### config.mk
export PLATFORM = sky130hd
export DESIGN_NAME = tfrc_front
export DESIGN_NICKNAME = d
export VERILOG_FILES = /design/src/hdl/tfrc_pkg.sv /design/src/hdl/tfrc_front.sv
export SDC_FILE = /design/constraint.sdc
export NUM_CORES = 1
export LEC_CHECK = 0
export BUFFER_PORTS_ARGS = -buffer_cell sky130_fd_sc_hd__buf_2
export CAP_MARGIN = 15
export CORE_AREA = 2 2 214 216
export CTS_CLUSTER_SIZE = 12
export DETAILED_ROUTE_END_ITERATION = 6
export DIE_AREA = 0 0 216 218
export GPL_ROUTABILITY_DRIVEN = 0
export PLACE_DENSITY = 0.67
export RECOVER_POWER = 25
export SYNTH_ARGS = -nofsm -noshare
export SYNTH_HDL_FRONTEND = slang
export SYNTH_SLANG_ARGS = --single-unit
export TNS_END_PERCENT = 100
### constraint.sdc
create_clock -name clk -period 30.5 [get_ports clk]
set_clock_uncertainty 0.05 [all_clocks]
set_input_delay 1.525 -clock clk [delete_from_list [all_inputs] [get_ports clk]]
set_output_delay 1.525 -clock clk [all_outputs]
set_load 0.01 [all_outputs]
### src/hdl/tfrc_pkg.sv
`timescale 1ns / 1ps
package tfrc_pkg;

  localparam int MAX_POINTS_DEF = 1024;

  // action codes on the input channel
  localparam logic [1:0] ACT_CLEAR = 2'd0;
  localparam logic [1:0] ACT_LOAD  = 2'd1;
  localparam logic [1:0] ACT_EVAL  = 2'd2;

  // required direction codes
  localparam logic [1:0] REQ_PLUS   = 2'd0;
  localparam logic [1:0] REQ_MINUS  = 2'd1;
  localparam logic [1:0] REQ_EITHER = 2'd2;

  // evaluation modes
  localparam logic MODE_CIRCLE = 1'b0;
  localparam logic MODE_HELIX  = 1'b1;

  // register index, taken from paddr bit 2
  localparam logic REG_MODE = 1'b0;
  localparam logic REG_DIR  = 1'b1;

  // shared multiplier: A is cut into four 18-bit chunks
  localparam int MUL_A_W = 72;
  localparam int MUL_B_W = 36;
  localparam int MUL_P_W = 108;

  // square root unit
  localparam int SQ_IN_W   = 68;
  localparam int SQ_ROOT_W = 34;

  typedef enum logic [2:0] {
    K_CLEAR = 3'b001,
    K_LOAD  = 3'b010,
    K_EVAL  = 3'b100
  } kind_t;

  typedef struct packed {
    kind_t       kind;
    logic [31:0] px;
    logic [31:0] py;
    logic [31:0] pz;
    logic [15:0] pw;
    logic [31:0] cx;
    logic [31:0] cy;
    logic [30:0] rad;
    logic [31:0] slope;
    logic [31:0] offset;
  } item_t;

endpackage

### src/hdl/tfrc_front.sv
`timescale 1ns / 1ps
module tfrc_front (
  input  logic                clk,
  input  logic                rst_n,
  input  logic                in_valid,
  output logic                in_stall,
  input  logic [1:0]          in_action,
  input  logic signed [31:0]  in_point_x,
  input  logic signed [31:0]  in_point_y,
  input  logic signed [31:0]  in_point_z,
  input  logic [15:0]         in_point_weight,
  input  logic signed [31:0]  in_center_x,
  input  logic signed [31:0]  in_center_y,
  input  logic [30:0]         in_radius,
  input  logic signed [31:0]  in_helix_slope,
  input  logic signed [31:0]  in_helix_offset,
  output logic                q_valid,
  output tfrc_pkg::item_t     q_item,
  input  logic                q_pop
);

  tfrc_pkg::item_t fifo_mem [2];
  tfrc_pkg::item_t item_c;
  logic            wr_ptr_r, rd_ptr_r;
  logic [1:0]      cnt_r;
  logic            code_ok, push, pop;

  // classify; the unused code is taken and dropped
  always_comb begin
    code_ok = 1'b1;
    item_c  = '{kind: tfrc_pkg::K_CLEAR, px: in_point_x, py: in_point_y,
                pz: in_point_z, pw: in_point_weight, cx: in_center_x,
                cy: in_center_y, rad: in_radius, slope: in_helix_slope,
                offset: in_helix_offset};
    case (in_action)
      tfrc_pkg::ACT_CLEAR: item_c.kind = tfrc_pkg::K_CLEAR;
      tfrc_pkg::ACT_LOAD:  item_c.kind = tfrc_pkg::K_LOAD;
      tfrc_pkg::ACT_EVAL:  item_c.kind = tfrc_pkg::K_EVAL;
      default:             code_ok = 1'b0;
    endcase
  end

  assign in_stall = (cnt_r == 2'd2);
  assign push     = in_valid && !in_stall && code_ok;
  assign pop      = q_pop && (cnt_r != 2'd0);

  always_ff @(posedge clk) begin
    if (push) fifo_mem[wr_ptr_r] <= item_c;
  end

  always_ff @(posedge clk) begin
    if (!rst_n) begin
      wr_ptr_r <= 1'b0;
      rd_ptr_r <= 1'b0;
      cnt_r    <= 2'd0;
    end else begin
      if (push) wr_ptr_r <= ~wr_ptr_r;
      if (pop)  rd_ptr_r <= ~rd_ptr_r;
      case ({push, pop})
        2'b10:   cnt_r <= cnt_r + 2'd1;
        2'b01:   cnt_r <= cnt_r - 2'd1;
        default: cnt_r <= cnt_r;
      endcase
    end
  end

  assign q_valid = (cnt_r != 2'd0);
  assign q_item  = fifo_mem[rd_ptr_r];

endmodule

Word level (Yosys, flattened, before mapping)
Memory sizes are Yosys's and may differ from the RTL's. A register that Yosys moved wholly into a read port is not among the register bits.
Cells that the tools add are included.
Storage, ports and cells
  register bits: 4
  memory bits (writable): 548
  bits of input ports: 277
  output and inout port bits: 276
  word-level logic and storage cells: 28
  memories: 1
Cells by class
  $add $sub $neg: 2
  equal/unequal tests: 5
  muxes and demuxes: 7
  bitwise operators: 2
  reductions and logical operators: 8
Memory list
  fifo_mem: words 2, bits a word 274, rd ports 1, clocked after memory_dff 1, wr ports 1, RTL line tfrc_front.sv:22  | tfrc_pkg::item_t fifo_mem [2];
Operators by type and width (number)
  equality test 2 bit, second input constant: 3
  one-hot mux 3 bit (2 select lines): 1
  2-to-1 mux 1 bit: 5
  equality test 2 x 1 -> 1 bit, second input constant: 2
  one-hot mux 2 bit (2 select lines): 1
  nonzero test 2 bit: 2
  logical AND 1 bit: 3
  OR reduction 3 bit: 1
  adder 2 x 1 -> 2 bit, second input constant: 1
  logical NOT 2 bit: 1
  inverter 1 bit: 2
  subtractor 2 x 1 -> 2 bit, second input constant: 1
  logical NOT 1 bit: 1

Depth between registers and ports, before layout
Gate-level depths: netlist of run 1.
  depth after elaboration: 6
  depth in mapped cells: 7

Worst setup path after synthesis of run 1
Ideal clock, no wire load.
  kind: in2reg
  start: input port in_action[0]
  end: memory fifo_mem[1][0] in the netlist's numbering, enable pin
  arrival: 13.478 ns
  data required time: 29.537 ns
  setup slack: 16.058 ns
  stages: 4
  cell sequence: ha_1 nand2b_1 or2_2 nor2_1
On the way
  longest elaborated chain between the ends: 6
RTL lines
  start, declared: RTL line tfrc_front.sv:7  | input logic [1:0] in_action,
  equality test 2 bit, or another cell as far along: RTL line tfrc_front.sv:35  | case (in_action)
  OR reduction 3 bit (no source line) (*)
  2-to-1 mux 1 bit (*): RTL line tfrc_front.sv:35
  logical AND 1 bit (*): RTL line tfrc_front.sv:44  | assign push = in_valid && !in_stall && code_ok;
  2-to-1 mux 1 bit (*): RTL line tfrc_front.sv:48  | if (push) fifo_mem[wr_ptr_r] <= item_c;
  2-to-1 mux 1 bit (not written as such) (*): RTL line tfrc_front.sv:48
  end, declared: RTL line tfrc_front.sv:22
Every way passes the cells marked *; elsewhere a longest branch is shown, timed or not.

==> impl_results.md, run 1 <==
- Switch share: 26.6%
- Tot GR Track Use: 18.7%
- Total core area: 44,900 sq um
- FFs w/ async S/R, synth: 0%
- Required @ worst endpoint: 28,920 ps
- Fraction of layout cells with a size suffix above 1: 55.1%
- Kind of critical path: reg -> out
- HP Start: wr_ptr_r$_SDFFE_PN0N_
- Pwr Density: 81.0 nW/um^2
- Slew HR: 26.8%
- Drt pass-1 iters: 5
- Final nets: 1,753
- Post-Syn Instances: 883
- Max-cap violations: 0
- Synth cell count leaders: 548 x edfxtp_1, 274 x mux2_2, 26 x buf_4, 5 x dfxtp_1
- Die W: 216 microns
- Mapped cell area: 20,000 sq um
- Area grow syn2layout: 24.5%
- Placed insts: 2,014
- Final instance area: 24,900 sq um
- Internal power: 1480 uW
- Final worst path period share: 17.6%
- Worst R2R Start: cnt_r[0]$_SDFFE_PN0P_
- Min-delay worst type: reg -> reg
- Starting Density: 44.6%
- Setup Buffers After CTS: 0
- TritonCTS clock tree: yes
- Status: completed
- Largest net degree at the start of global routing: 139
- Pins Over Slew Limit: 0
- Starting DRT DRC Count: 569
- NetSw: 538 uW
- Cell family with most CP delay: buffers and inverters
- Clock power frac: 30.3%
- Least-Margin Pin Slew: 1100 ps
- Period minus WS final: 5370 ps
- Placed inst area: 23,400 sq um
- Clk pin slew, worst setup/hold paths: 60 ps
- Arrival time at the worst endpoint: 3800 ps
- # DRC: 0
- # rows: 78
- H-tree depth: 2
- First-pass GRT wire length: 65.2 mm
- CP max stage delay: 840 ps
- Placed wire-length estimate: 31.6 mm
- Wirelength per Cell: 21.8 microns
- Vias: 10,500
- I/O pins: 553
- Setup violations, final: 0
- Clk buf depth: 3
- Port Buffers: 552
- Slowest cell on the critical path: buf_4
- Library cells used by synthesis: 17
- Cts hold-fix bufs: 0
- Setup_tns: 0 ps
- Die ar.: 47,100 sq um
- RSZ-0062 raised after global routing: false
- Fmax: 186 MHz
- Drt total wl: 46.0 mm
- Top cells by area, synth: edfxtp_1 82%, mux2_2 15%, buf_4 0.97%
- Fin. Hold Viols: 0
- Crit path launch type: register
- Static Leak: 0.00899 uW
- Height of the die: 218 microns
- Sequential power share: 47.4%
- Post-synth EDFFs: 548
- TritonCTS Buffers: 56
- Buf/Inv on CP: 3
- Cell taking the most area after synthesis: edfxtp_1
- CP Capture Type: output pin
- Antenna violations before repair: 13
- Yosys top cell area share: 82.1%
- Worst IR Drop VDD: 0.0518 mV
- Syn nets: 1,164
- Logic pwr share: 22.4%
- Antenna Nets Post-Route: 0
- Avg Cell Area, Syn: 22.7 sq um
- Sequential share of the synthesized area: 82.6%
- Post-synthesis sequential element count: 553
- Clock sinks: 553
- Top cell by count, worst path: buf_4
- Synth Flop Type: edfxtp_1
- Post-CTS resize count: 0
- Most common cell in the netlist: edfxtp_1
- Cells along the critical path: buf_4 > buf_4 > mux2_2 > buf_2
- Synth warn: 0
- Root buf cell: clkbuf_16
- Worst Path Max Fanout: 72
- Post-Layout Cell Count: 2,111
- GRT overflow: 0
- Clock Latency Late Sink: 590 ps
- Vias per Instance: 4.98
- Number of global-route vias before repair: 10,900
[metrics by stage]
stage          utilization [%]  setup slack [ps]  hold slack, ps  power [uW]
2_1_floorplan                -             16060             411        1270
3_3_place_gp              52.2             25750             421        1420
3_5_place_dp              52.2             25740             433        1430
4_1_cts                   55.7             25110             443        2040
5_1_grt                   55.6             24930             509        2100
6_report                  55.6             25130             438        2020
[sequential cells by signal, indices dropped and copies added (netlist names), named ones only]
| signal | flops |
|---|---|
| wr_ptr_r | 1 |
| rd_ptr_r | 1 |
| cnt_r | 2 |
| fifo_mem | 548 |
[kinds of logic after synthesis]
| logic type | after synthesis | share of synthesized area (%) |
|---|---|---|
| flip-flops | 553 | 82.6 |
| XOR/XNOR | 3 | 0.131 |
| multiplexers | 274 | 15.4 |
| adder cells (fa/ha/maj) | 4 | 0.250 |
| buffers and inverters | 34 | 1.15 |
| AND/OR/NAND/NOR | 10 | 0.300 |
| AO/OA/AOI/OAI | 5 | 0.162 |
[cell usage in the layout, fill, tap and decap left out]
master and count:
o21a_1 1, and2_1 1, buf_2 473, or3_1 2, xnor2_1 3, clkbuf_16 57, dfxtp_1 4, clkbuf_1 92
a21boi_1 2, clkinv_2 6, inv_8 1, mux2_2 274, nor2b_1 3, inv_6 3, or2_2 2, edfxtp_1 548
clkinv_1 8, o21ai_0 2, buf_4 9, nand2b_1 1, ha_1 4, bufinv_16 1, inv_1 3, buf_1 1
nor2_4 1, diode_2 8, dfxtp_4 1
[area by class of cell]
class                           count  area [sq um]
Antenna cell                        8          20.0
Clock buffer                       71          1480
Clock inverter                     18           116
Fill cell                        3604         20000
Inverter                            4          22.5
Multi-Input combinational cell    296          3260
Sequential cell                   553         16600
Tap cell                          600           751
Timing Repair Buffer              561          2730
[routing by layer]
layer,track usage [%],vias to the layer above,wire (microns)
met4,6.99,10,1350
li1,-,4719,-
met3,6.37,86,4050
met5,0,-,54
met2,32.0,457,23500
met1,21.9,5237,17100
[path summary, 6_finish.rpt]
kind                                    end  slack, ps  cells after the start
setup / recovery                q_item[187]      25130                      4
hold / removal        wr_ptr_r$_SDFFE_PN0N_        440                      2
setup reg to reg  fifo_mem[1][34]$_DFFE_PP_      27270                      5
hold reg to reg       wr_ptr_r$_SDFFE_PN0N_        440                      2
[power groups by stage]
stage | Combinational (uW) | Sequential [uW] | Clock, uW
global route | 481 | 964 | 653
finish | 452 | 957 | 611
detailed placement | 457 | 973 | 0
floorplan | 294 | 979 | 0
global placement | 451 | 973 | 0
CTS | 459 | 958 | 627
[worst register-to-register path: cells and delay by family (launching register included)]
kind,cells,cell delay [ps]
and+or+nand+nor,3,560
buffers and inverters,2,1770
DFF,1,410
No activity file was read; power rests on OpenSTA's default activity.
==> inputs of run 2 (changes only) <==
==> constraint.sdc (replaced) <==
create_clock -name clk -period 5.1 [get_ports clk]
set_clock_uncertainty 0.05 [all_clocks]
set_input_delay 0.255 -clock clk [delete_from_list [all_inputs] [get_ports clk]]
set_output_delay 0.255 -clock clk [all_outputs]
set_load 0.01 [all_outputs]
==> run 2 against run 1 <==
  * Design area grew 11%
  * Worst hold slack lost 310 ps
  * Via count grew 8.4%
  * Core utilization grew 6.2 points
  * Clock-buffer cell count grew 2
  * Setup slack lost 23000 ps
  * Critical path type unchanged
  * Largest cell class unchanged
==> impl_results.md, run 2 (synthesis results as in run 1) <==
- WHS Path Cells: 4
- Reg-to-reg setup timing slack: 2540 ps
- RSZ-0062 raised after global routing: false
- Starting DRT DRC Count: 696
- Status: completed
- Setup Buffers After CTS: 0
- Clk buf depth: 3
- Reg2reg path depth: 4
- Vias: 11,400
- Period minus WS final: 3120 ps
- GRT overflow: 0
- Height of the die: 218 microns
- Total power: 12,300 uW
- Crit path launch type: register
- Max FFs per register: 548
- Fin. Hold Viols: 0
- TritonCTS Buffers: 55
- Slew HR: 30.4%
- Pwr Density: 442 nW/um^2
- Drt pass-1 iters: 4
- Kind of critical path: reg -> out
- Reg with most FFs: fifo_mem
- Most common cell after layout, fill and taps aside: edfxtp_1
- Drt total wl: 46.4 mm
- Wirelength per Cell: 19.5 microns
- Final nets: 2,028
- Setup violations, final: 0
- Setup slack after placement: 2400 ps
- Clk pin slew, worst setup/hold paths: 50 ps
- Most frequent cells in the layout: 548 x edfxtp_1, 434 x buf_2, 274 x mux2_2
- Number of global-route vias before repair: 12,200
- Least-Margin Pin Slew: 1040 ps
- Die ar.: 47,100 sq um
- Fmax: 321 MHz
- Required @ worst endpoint: 4800 ps
- Placed wire-length estimate: 29.1 mm
- CP Capture Type: output pin
- Final WS setup: 1980 ps
- Antenna Nets Post-Route: 0
- Final instance area: 27,700 sq um
- Clock sinks: 553
- Pins Over Slew Limit: 0
- Port Buffers: 552
- # rows: 78
- Fraction of layout cells with a size suffix above 1: 44.7%
- Die W: 216 microns
- Antenna violations before repair: 1
- TritonCTS clock tree: yes
- Arrival time at the worst endpoint: 2810 ps
- Largest net degree at the start of global routing: 115
- First-pass GRT wire length: 68.5 mm
- Filler Cell Count: 3,240
- Min-delay worst type: in -> reg
- Vias per Instance: 4.79
- Root buf cell: clkbuf_16
- Area grow syn2layout: 38.3%
- Worst IR Drop VDD: 0.315 mV
- Tot GR Track Use: 19.0%
- Final worst path period share: 61.1%
- Regs by FF count: fifo_mem x548, cnt_r x2
- Total core area: 44,900 sq um
- # DRC: 0
- H-tree depth: 2
- Worst Path Max Fanout: 92
- Clock Latency Late Sink: 570 ps
- Post-layout util: 61.7%
- Max-cap violations: 0
- Starting Density: 44.6%
- Static Leak: 0.0100 uW
- Placed inst area: 23,500 sq um
- I/O pins: 553
==> run 2: cell count changes in the layout (fill, tap and decap cells not counted), sizes merged <==
cell         previous run  this run
buf                   483       446
clkbuf                149       191
clkinv                 14        12
clkinvlp                0         1
diode                   8         1
dlygate4sd3             0       273
inv                     7         3
==> run 2: final timing paths <==
check / end / start
min reg2reg: wr_ptr_r$_SDFFE_PN0N_ / wr_ptr_r$_SDFFE_PN0N_
min: register / q_pop
max: q_item[42] / register
max reg2reg: fifo_mem[0][200]$_DFFE_PP_ / cnt_r[0]$_SDFFE_PN0P_
==> run 2: per-stage QoR <==
stage,hold slack [ps],TNS [ps],instances
after floorplan,304,-92930,883
final,130,0,2377
after detailed placement,396,0,2017
after global routing,124,0,2377
after global placement,392,0,2017
after CTS,8.63,0,2376
==> run 2: layout make-up <==
| class | count | area, sq um | area share, % |
|---|---|---|---|
| repair buffers | 837 | 5520 | 19.9 |
| clock inverters | 13 | 78.8 | 0.284 |
| multi-input cells | 296 | 3290 | 11.9 |
| well taps | 600 | 751 | 2.71 |
| inverters | 4 | 18.8 | 0.0677 |
| diodes | 1 | 2.50 | 0.00903 |
| clock buffers | 73 | 1490 | 5.36 |
| flip-flops and latches | 553 | 16600 | 59.8 |
==> run 2: repair_timing <==
action / CTS / global route
gates resized for setup: 0 / 0
endpoints found under the hold margin: 547 / 0
hold buffers: 273 / 0
==> run 2: critical path, cell delays in order (launching register included) <==
cell	delay, ps
dfxtp_4	1010
buf_12	420
mux2_2	420
buf_2	150
==> run 2: power by group <==
| part | leakage [uW] | internal [uW] | total [uW] | switching [uW] |
|---|---|---|---|---|
| clock network | 0.000761 | 2060 | 3590 | 1530 |
| registers | 0.00512 | 5540 | 5720 | 185 |
| logic | 0.00417 | 1410 | 2940 | 1530 |
| total | 0.0100 | 9010 | 12300 | 3250 |
==> run 2: layer usage <==
layer | vias up | global-route usage (%) | share of wire (%) | routed length, microns
li1 | 5249 | - | - | -
met1 | 5616 | 21.5 | 37 | 17200
met2 | 439 | 34.2 | 53 | 24500
met3 | 91 | 4.77 | 6.9 | 3200
met4 | 0 | 8.15 | 3.4 | 1600
met5 | - | 0 | 0 | 0
